==> config.mk <==
export PLATFORM = sky130hd
export DESIGN_NAME = srwu_div_cell
export DESIGN_NICKNAME = d
export VERILOG_FILES = /design/src/rtl/core/srwu_pkg.sv /design/src/rtl/core/srwu_div_cell.sv
export SDC_FILE = /design/constraint.sdc
export NUM_CORES = 1
export LEC_CHECK = 0
export CORE_ASPECT_RATIO = 1.1
export CORE_MARGIN = 5
export CORE_UTILIZATION = 50
export CTS_BUF_LIST = sky130_fd_sc_hd__clkbuf_4
export DETAILED_ROUTE_END_ITERATION = 8
export DONT_BUFFER_PORTS = 1
export GPL_TIMING_DRIVEN = 0
export PLACE_DENSITY = 0.64
export SYNTH_ARGS = -nofsm -noshare
export SYNTH_HDL_FRONTEND = slang
export SYNTH_SLANG_ARGS = --single-unit
==> constraint.sdc <==
create_clock -name clk_i -period 1 [get_ports clk_i]
set_input_delay 0.15 -clock clk_i [delete_from_list [all_inputs] [get_ports clk_i]]
set_output_delay 0.15 -clock clk_i [all_outputs]
set_load 0.005 [all_outputs]
==> src/rtl/core/srwu_pkg.sv <==
package srwu_pkg;

  localparam int unsigned SnrW     = 32;
  localparam int unsigned ApW      = 16;
  localparam int unsigned WeightW  = 16;
  localparam int unsigned QuoW     = 30;
  localparam int unsigned RootW    = 15;
  localparam int unsigned RemW     = RootW + 2;
  localparam int unsigned DivSteps = QuoW;
  localparam int unsigned SqrtSteps = RootW;

  localparam logic [ApW-1:0]     OneQ15       = 16'h8000;
  localparam logic [SnrW-1:0]    LowerRstVal  = 32'h0000_0000;
  localparam logic [SnrW-1:0]    UpperRstVal  = 32'h0001_0000;

  typedef enum logic {
    REG_LOWER = 1'b0,
    REG_UPPER = 1'b1
  } reg_idx_e;

  typedef struct packed {
    logic               use_root;
    logic [WeightW-1:0] weight;
    logic               stabilize;
  } side_t;

  typedef struct packed {
    logic [SnrW-1:0] rem;
    logic [SnrW-1:0] den;
    logic [QuoW-1:0] quo;
  } div_t;

  typedef struct packed {
    logic [QuoW-1:0]  rad;
    logic [RemW-1:0]  rem;
    logic [RootW-1:0] root;
  } sqrt_t;

endpackage

==> src/rtl/core/srwu_div_cell.sv <==
module srwu_div_cell
  import srwu_pkg::*;
(
  input  logic  clk_i,
  input  logic  rst_ni,
  input  logic  en_i,
  input  logic  valid_i,
  input  div_t  data_i,
  input  side_t side_i,
  output logic  valid_o,
  output div_t  data_o,
  output side_t side_o
);

  logic [SnrW:0] shifted;
  logic          ge;
  logic [SnrW:0] diff;
  div_t          data_d, data_q;
  side_t         side_q;
  logic          valid_q;

  always_comb begin
    shifted = {data_i.rem, 1'b0};
    ge      = shifted >= {1'b0, data_i.den};
    diff    = shifted - {1'b0, data_i.den};
    data_d.den = data_i.den;
    data_d.rem = ge ? diff[SnrW-1:0] : shifted[SnrW-1:0];
    data_d.quo = {data_i.quo[QuoW-2:0], ge};
  end

  always_ff @(posedge clk_i or negedge rst_ni) begin
    if (!rst_ni) begin
      valid_q <= 1'b0;
    end else if (en_i) begin
      valid_q <= valid_i;
    end
  end

  always_ff @(posedge clk_i) begin
    if (en_i) begin
      data_q <= data_d;
      side_q <= side_i;
    end
  end

  assign valid_o = valid_q;
  assign data_o  = data_q;
  assign side_o  = side_q;

endmodule

==> impl_metrics.env <==
export IMPL_setup_viol=146
export IMPL_whs_ps=-264
export IMPL_postPlaceCellArea_um2=6140
export IMPL_slew_viol_final=0
export IMPL_status="finished, violations left"
export IMPL_dr_first_iter_drc_count=331
export IMPL_hold_end="data_o[78]"
export IMPL_syn_inst=434
export IMPL_grt_pass1_vias=4358
export IMPL_fin_cells=764
export IMPL_synth_edf_count=112
export IMPL_synthTopCellsByArea="edfxtp_1 58%, ha_1 6.9%, mux2_4 4.9%"
export IMPL_crit_fanout=6
export IMPL_violations="hold timing, setup timing"
export IMPL_fin_crit_ps=2250
export IMPL_antenna_left=0
export IMPL_worst_pin_slew_ps=548
export IMPL_ys_async_sr_fraction=0.00885
export IMPL_finalHoldViolCount=113
export IMPL_portBuffers=0
export IMPL_critical_path_arrival_ps=2520
export IMPL_timing_rr_start="valid_o"
export IMPL_dieHeight_um=123
export IMPL_dieArea_um2=13900
export IMPL_fin_ws_ps=-1250
export IMPL_synth_top_area_frac=0.578
export IMPL_grt_max_degree=114
export IMPL_path_clk_slew_ps=120
export IMPL_numCtsBuffers=17
export IMPL_worstSetupPathType="in2reg"
export IMPL_syn_area_um2=5820
export IMPL_clock_skew_ps=0
export IMPL_gp_congestion=0.822
export IMPL_cts_htree_levels=4
export IMPL_drtPass1Iterations=5
export IMPL_ys_flop_type="edfxtp_1"
export IMPL_seq_area_um2=3390
export IMPL_ctsHoldBuffers=115
export IMPL_dp_cells=584
export IMPL_synth_cell_types=57
export IMPL_period_share=2.25
export IMPL_hold_path_class="in2reg"
export IMPL_yosys_warnings=0
export IMPL_critPathCaptureType="register"
export IMPL_clk_latency_ps=510
export IMPL_drive_gt1_frac=0.248
export IMPL_die_x_um=113
export IMPL_grt_pass1_wl_um=23800
export IMPL_core_area_um2=11400
export IMPL_cts_max_path_buffers=2
export IMPL_start_util=0.508
export IMPL_hold_depth=0
export IMPL_ys_ff_latch=113
export IMPL_yosysSeqAreaShare=0.582
export IMPL_synth_common_cells="112 x edfxtp_1, 35 x inv_1, 32 x ha_1"
export IMPL_wirelength_um=15800
export IMPL_rows=41
export IMPL_design_area_um2=8100
export IMPL_nNetsFinal=749
export IMPL_maxCapViolCount=0
export IMPL_power_density_nw_per_um2=1540
export IMPL_place_ws_ps=-1970
export IMPL_reg2reg_to="valid_o"
export IMPL_vdd_ir_drop_max_uv=1130
export IMPL_cts_root_buf="clkbuf_4"
export IMPL_nFillCells=765
export IMPL_yosysTopAreaCell="edfxtp_1"
export IMPL_multi_input_area_um2=2470
export IMPL_drc=0
export IMPL_slew_headroom=0.632
export IMPL_syn_nets=583
export IMPL_synth_most_common_cell="edfxtp_1"
export IMPL_clock_sinks=113
export IMPL_rsz0062_at_grt="yes"
export IMPL_area_delta_synth_final_pct=39.3
export IMPL_antenna_found_initial=1
export IMPL_post_drt_wl_per_cell_um=20.7
export IMPL_holdCritStartpoint="en_i"
export IMPL_grt_usage=0.223
export IMPL_timing_critical_path_required_ps=1270
export IMPL_post_dp_hpwl_um=10000
export IMPL_ff2ff_setup_slack_ps=190
export IMPL_io_pin_count=229
export IMPL_vias_per_cell=5.48
export IMPL_worst_setup_path_start_kind="input pin"
export IMPL_p_leak_nw=3.19
export IMPL_grt_overflow_total=0
export IMPL_synth_area_per_cell_um2=13.4
export IMPL_max_freq_mhz=444
export IMPL_route_vias_total=4190
export IMPL_rr_worst_depth=1
export IMPL_cts_tree="built"
-- cell usage in the layout, fill, tap and decap left out, drive strengths merged, types with 15 or more instances in the layout --
| cell type | instances |
|---|---|
| dlygate4sd3 | 115 |
| edfxtp | 112 |
| buf | 41 |
| inv | 40 |
| ha | 32 |
| mux2 | 28 |
| a21oi | 24 |
| clkbuf | 22 |
| o21ai | 20 |
| nor2 | 18 |
| a21o | 15 |
| nand2 | 15 |
-- state kept, by name, indices dropped and copies added, names as in the netlist --
signal and flops:
side_o 18, data_o 94, valid_o 1
-- worst max-delay path, cell delays in order --
cell and delay [ps]:
inv_2 50, ha_4 220, a211oi_4 290, or4b_4 520
buf_4 160, o21a_4 210, a221oi_4 370, o21ai_4 130
xor2_1 160, mux2_4 260
-- worst max-delay path by stage --
stage	startpoint	endpoint	depth (start not counted)
floorplan	data_i[40]	data_o[72]	13
global placement	data_i[32]	data_o[92]	10
detailed placement	data_i[40]	data_o[77]	13
CTS	data_i[71]	data_o[73]	12
global route	data_i[71]	data_o[73]	11
finish	data_i[44]	data_o[85]	10
-- metal layers --
layer | wire (um) | track usage
met5 | 0 | 0
met2 | 7750 | 0.376
met4 | 314 | 0.0736
met1 | 6240 | 0.266
met3 | 1480 | 0.0808
-- through the flow --
stage          TNS, ps  utilization  total power, mW
3_3_place_gp    -59350        0.537             8.05
5_1_grt         -56890        0.708             13.1
2_1_floorplan   -52560            -             7.66
6_report        -48050        0.708             12.5
4_1_cts         -54410        0.692             12.4
3_5_place_dp    -60810        0.537             8.07
-- cells by family (layout without fill, tap and decap cells) --
kind of cell / count (synthesis) / after routing / synth area share
compound gates: 102 / 102 / 0.121
xor+xnor: 25 / 25 / 0.0376
fa+ha+maj: 33 / 33 / 0.0723
buf+inv: 49 / 228 / 0.0413
flops: 113 / 113 / 0.582
mux: 30 / 30 / 0.0699
other cells: 0 / 1 / 0
simple gates: 82 / 82 / 0.0755
-- timing repair --
| item | CTS | global route |
|---|---|---|
| setup endpoints to repair | 146 | 146 |
| gates resized for setup | 17 | 34 |
| endpoints found under the hold margin | 225 | 113 |
| pin swaps | 12 | 23 |
| buffers inserted | 23 | 10 |
| gates cloned | 2 | 0 |
-- power by group --
part	internal, mW	switching (mW)
Combinational	1.51	1.14
Clock	1.80	1.95
Sequential	5.81	0.290
-- layout make-up --
type	count	share of cell area
inverters	36	0.0202
repair buffers	150	0.180
diodes	1	0.000309
clock buffers	18	0.0167
well taps	150	0.0232
multi-input cells	272	0.305
plain buffers	10	0.0144
flip-flops and latches	113	0.418
clock inverters	14	0.0222
No activity file was read; power rests on OpenSTA's default activity.
