File: src/rtl/core/srwu_pkg.sv
package srwu_pkg;

  localparam int unsigned SnrW     = 32;
  localparam int unsigned ApW      = 16;
  localparam int unsigned WeightW  = 16;
  localparam int unsigned QuoW     = 30;
  localparam int unsigned RootW    = 15;
  localparam int unsigned RemW     = RootW + 2;
  localparam int unsigned DivSteps = QuoW;
  localparam int unsigned SqrtSteps = RootW;

  localparam logic [ApW-1:0]     OneQ15       = 16'h8000;
  localparam logic [SnrW-1:0]    LowerRstVal  = 32'h0000_0000;
  localparam logic [SnrW-1:0]    UpperRstVal  = 32'h0001_0000;

  typedef enum logic {
    REG_LOWER = 1'b0,
    REG_UPPER = 1'b1
  } reg_idx_e;

  typedef struct packed {
    logic               use_root;
    logic [WeightW-1:0] weight;
    logic               stabilize;
  } side_t;

  typedef struct packed {
    logic [SnrW-1:0] rem;
    logic [SnrW-1:0] den;
    logic [QuoW-1:0] quo;
  } div_t;

  typedef struct packed {
    logic [QuoW-1:0]  rad;
    logic [RemW-1:0]  rem;
    logic [RootW-1:0] root;
  } sqrt_t;

endpackage

File: src/rtl/core/srwu_sqrt_cell.sv
module srwu_sqrt_cell
  import srwu_pkg::*;
(
  input  logic  clk_i,
  input  logic  rst_ni,
  input  logic  en_i,
  input  logic  valid_i,
  input  sqrt_t data_i,
  input  side_t side_i,
  output logic  valid_o,
  output sqrt_t data_o,
  output side_t side_o
);

  logic [RemW+1:0] cand;
  logic [RemW+1:0] trial;
  logic [RemW+1:0] diff;
  logic            ge;
  sqrt_t           data_d, data_q;
  side_t           side_q;
  logic            valid_q;

  always_comb begin
    cand  = {data_i.rem, data_i.rad[QuoW-1 -: 2]};
    trial = {2'b00, data_i.root, 2'b01};
    ge    = cand >= trial;
    diff  = cand - trial;
    data_d.rad  = {data_i.rad[QuoW-3:0], 2'b00};
    data_d.rem  = ge ? diff[RemW-1:0] : cand[RemW-1:0];
    data_d.root = {data_i.root[RootW-2:0], ge};
  end

  always_ff @(posedge clk_i or negedge rst_ni) begin
    if (!rst_ni) begin
      valid_q <= 1'b0;
    end else if (en_i) begin
      valid_q <= valid_i;
    end
  end

  always_ff @(posedge clk_i) begin
    if (en_i) begin
      data_q <= data_d;
      side_q <= side_i;
    end
  end

  assign valid_o = valid_q;
  assign data_o  = data_q;
  assign side_o  = side_q;

endmodule

File: config.mk
export PLATFORM = sky130hd
export DESIGN_NAME = srwu_sqrt_cell
export DESIGN_NICKNAME = d
export VERILOG_FILES = /design/src/rtl/core/srwu_pkg.sv /design/src/rtl/core/srwu_sqrt_cell.sv
export SDC_FILE = /design/constraint.sdc
export NUM_CORES = 1
export LEC_CHECK = 0
export ABC_AREA = 0
export BUFFER_PORTS_ARGS = -buffer_cell sky130_fd_sc_hd__buf_4
export CAP_MARGIN = 20
export CORE_ASPECT_RATIO = 2
export CORE_UTILIZATION = 42
export CTS_CLUSTER_SIZE = 8
export DETAILED_ROUTE_END_ITERATION = 8
export PLACE_DENSITY = 0.87
export SKIP_CTS_REPAIR_TIMING = 1
export SYNTH_ARGS = -nofsm -noshare
export SYNTH_HDL_FRONTEND = slang
export SYNTH_SLANG_ARGS = --single-unit
File: constraint.sdc
create_clock -name clk_i -period 0.8 [get_ports clk_i]
set_input_delay 0.2 -clock clk_i [delete_from_list [all_inputs] [get_ports clk_i]]
set_output_delay 0.2 -clock clk_i [all_outputs]
set_load 0.1 [all_outputs]
==> results summary <==
The number of placement rows is 47. In the global route stage, met1 resource usage came out at 20.1%. At the end of routability-driven placement, the weighted congestion stood at 0.855.

The max-slew violation total from the final report is 0. The chip height came out at 133 um. The x dimension of the die is 67.3 um. TritonCTS created 9 clock buffers. The fraction of power consumed by the clock network is 26.8%. The average vias per placed instance came out at 5.18. In the global route stage, met2 resource usage came out at 41.1%. After synthesis, the share of flip-flops with an asynchronous set or reset is 1.27%.

The highest attainable clock frequency is 0.542 GHz. The final reports fail on setup timing. CTS placed an instance of sky130_fd_sc_hd__clkbuf_16 at the clock tree root. The clock latency on the worst-skew pair came out at 0.34 ns. The post-route minimum period is 1.84 ns. The number of hold-slack violations in the final timing report was 0. The share of the clock period used by the worst path came out at 231%. STA classifies the critical path endpoint as a flip-flop. The placeable core region is 8290 um2. The proportion of layout cells with a drive suffix above 1 came out at 61.5%. The largest net degree at the start of global routing is 31.

The via count of the routed design came out at 2903. Total power for the finished layout comes to 0.0152 W. Global routing consumed, on the met3 layer, 6.55% of the routing resources. The internal portion of the total power is 0.00939 W.

The area enclosed by the die boundary came out at 8930 um2. The average instance in the mapped netlist occupies 14.9 um2. The worst-case IR drop observed on VDD is 0.00138 V. The net total in the final layout is 558. The via count of the first global-routing pass came out at 2902. The worst hold slack across all endpoints is 0.0307 ns. The worst setup path is launched from an input pin. Net switching is 38.1% of the power. The post-detailed-placement half-perimeter wirelength came out at 7460 um. The count of cell types in the netlist came out at 44. The initial core utilization is 43.2%. After synthesis, the most frequently instantiated cells are 78 x sky130_fd_sc_hd__edfxtp_1, 23 x sky130_fd_sc_hd__inv_1, 17 x sky130_fd_sc_hd__ha_1.

The flow ran to the end, but the final reports show violations. The wire length of the first global-routing pass is 14200 um. In this run, synthesis inferred 78 flip-flops with an integrated enable. Once detail routing completed, the nets flagged for antenna violations numbered 0. Setup violations remaining at the end of the flow were counted as 98.

After Yosys synthesis, and, or, nand and nor cells account for 5.13% of the synthesized area. The length of the first detailed-routing pass in iterations came out at 4. The global routing stage identified its most utilized layer as met2.

Yosys attributes the largest share of cell area to sky130_fd_sc_hd__edfxtp_1 65%, sky130_fd_sc_hd__ha_1 5.9%, sky130_fd_sc_hd__mux2_2 2.8%. The data arrival time of the worst path is 1.93 ns. The proportion of power drawn by combinational gates came out at 38.7%. The leakage power summed over all cells came out at 2.69 nW. The overflow left after global routing is 0. The class of the most critical hold timing path is in -> reg. TritonCTS built the clock tree. The total power divided by cell area is 2440 nW/um2. The DRC violations left came out at 0. The post-synthesis cell count is 240. Once routing completed, OpenROAD measured the worst setup slack at -1.04 ns. The initial antenna violation count is 0. Of all nets on the critical path, the largest fanout is 7. Clock skew on the completed layout was measured at 0 ns. The number of buffers added on ports came out at 162. The initial detailed-routing violation count came out at 213. The mux share of post-synthesis cell area is 5.76%. The most numerous cell in the Yosys netlist is sky130_fd_sc_hd__edfxtp_1.

After clock tree synthesis, the clock-pin slew on the worst setup and hold paths is 0.06 ns. The arithmetic-cell share of the synthesized area counting full adders, half adders and majority gates is 5.94%. Max-cap violations in this run came to 0. Yosys printed 0 warnings. Summing the areas of all compound-gate instances in the mapped netlist gives 9.74% of the synthesized area. The number of flip-flops and latches in the synthesized netlist is 79. The number of top-level pins is 165. The cell taking the most area after synthesis is sky130_fd_sc_hd__edfxtp_1.

The count of clock tree sinks came out at 79. The average routed wire per standard cell came out at 19.1 um. The maximum count of clock buffers along a single path is 2. Setup repair after global routing could not meet its margin everywhere. The most used flip-flop cell after synthesis is sky130_fd_sc_hd__edfxtp_1. The area growth from synthesis to layout is 73.2%. The total wirelength of the detailed-routed design is 10700 um. The antenna diode count came out at 0. STA puts the critical path data required time at 0.89 ns.

The total routing usage reported by global routing is 22.4%. The proportion of netlist area held by the largest area contributor came out at 65.4%. The net switching power of the design came out at 0.00579 W. The total standard cell area after synthesis came out at 3580 um2. The XOR/XNOR share of the synthesized area came out at 3.18%. Per report_power, the sequential group accounts for 34.5% of the total. The critical path class is in -> reg. The number of levels the H-tree was split into is 3. By area, the combinational part of the netlist is dominated by compound AO/OA/AOI/OAI gates. The post-synthesis sequential area ratio came out at 66.1%.
[worst max-delay path, cell delays in order]
cell	delay, ns
sky130_fd_sc_hd__buf_6	0.08
sky130_fd_sc_hd__inv_4	0.03
sky130_fd_sc_hd__ha_4	0.30
sky130_fd_sc_hd__o211ai_1	0.10
sky130_fd_sc_hd__nor2_1	0.18
sky130_fd_sc_hd__o21ai_2	0.09
sky130_fd_sc_hd__o21a_1	0.23
sky130_fd_sc_hd__o221ai_4	0.20
sky130_fd_sc_hd__buf_6	0.20
sky130_fd_sc_hd__mux2_4	0.32
[area by class of cell]
type,instances,area (um2)
sequential,79,2370
fill,484,2080
timing repair buffer,212,1980
multi-input combinational,132,1310
clock buffer,10,229
inverter,23,124
tap,98,123
clock inverter,6,68.8
[layout by cell type, fill, tap and decap left out, types with 4 or more instances in the layout]
cell type | Yosys | final
sky130_fd_sc_hd__clkbuf_16 | 0 | 9
sky130_fd_sc_hd__buf_12 | 1 | 4
sky130_fd_sc_hd__xnor2_1 | 9 | 9
sky130_fd_sc_hd__nor2_1 | 11 | 10
sky130_fd_sc_hd__inv_2 | 0 | 4
sky130_fd_sc_hd__buf_6 | 1 | 89
sky130_fd_sc_hd__nor3_1 | 5 | 4
sky130_fd_sc_hd__inv_1 | 23 | 13
sky130_fd_sc_hd__ha_1 | 17 | 4
sky130_fd_sc_hd__o21ai_0 | 8 | 5
sky130_fd_sc_hd__buf_4 | 2 | 118
sky130_fd_sc_hd__ha_4 | 0 | 13
sky130_fd_sc_hd__nand3_1 | 4 | 4
sky130_fd_sc_hd__a21oi_1 | 15 | 14
sky130_fd_sc_hd__xor2_1 | 4 | 4
sky130_fd_sc_hd__mux2_4 | 5 | 13
sky130_fd_sc_hd__edfxtp_1 | 78 | 78
sky130_fd_sc_hd__nand2_1 | 8 | 6
[final timing paths]
path                                           from              endpoint  slack, ns  cells after the start
worst max register to register  valid_o$_DFFE_PN0P_   valid_o$_DFFE_PN0P_      -0.06                      1
worst max-delay path                      data_i[6]  data_o[19]$_DFFE_PP_      -1.04                     10
max in group asynchronous                    rst_ni   valid_o$_DFFE_PN0P_       0.55                      2
worst min register to register  valid_o$_DFFE_PN0P_   valid_o$_DFFE_PN0P_       0.60                      1
worst min-delay path                     data_i[41]  data_o[43]$_DFFE_PP_       0.03                      1
min in group asynchronous                    rst_ni   valid_o$_DFFE_PN0P_       0.16                      2
[flip-flops by register name, indices dropped and copies added (netlist names)]
| register | flops |
|---|---|
| data_o | 60 |
| valid_o | 1 |
| side_o | 18 |
[per-layer routing]
layer / share of wire [%] / up-vias
li1: - / 1333
met1: 29 / 1375
met2: 58 / 150
met3: 6.5 / 45
met4: 5.9 / 0
met5: 0 / -
[stage by stage]
stage          instances  setup TNS, ns  setup WS (ns)  instance area, um2  utilization (%)
5_1_grt              560         -48.69          -1.18                6210             74.9
2_1_floorplan        241         -45.88          -1.33                3800                -
3_5_place_dp         541         -30.47          -1.46                5440             65.6
3_3_place_gp         541         -29.57          -1.42                5440             65.6
4_1_cts              557         -47.72          -1.12                5740             69.2
6_report             560         -43.45          -1.04                6210             74.9
[kinds of logic (layout without fill, tap and decap cells)]
group | Yosys count | count (layout)
multiplexers | 17 | 17
XOR/XNOR | 13 | 13
AO/OA/AOI/OAI | 46 | 46
adder cells (fa/ha/maj) | 17 | 17
other | 1 | 2
buffers and inverters | 30 | 251
AND/OR/NAND/NOR | 37 | 37
flip-flops | 79 | 79
[power groups by stage]
stage | logic, W | registers, W | clock network, W
3_3_place_gp | 0.00529 | 0.00522 | 0
4_1_cts | 0.00541 | 0.00515 | 0.00415
5_1_grt | 0.00607 | 0.00528 | 0.00432
2_1_floorplan | 0.00103 | 0.00810 | 0
3_5_place_dp | 0.00538 | 0.00524 | 0
6_report | 0.00587 | 0.00524 | 0.00407
No activity file was read; power rests on OpenSTA's default activity.
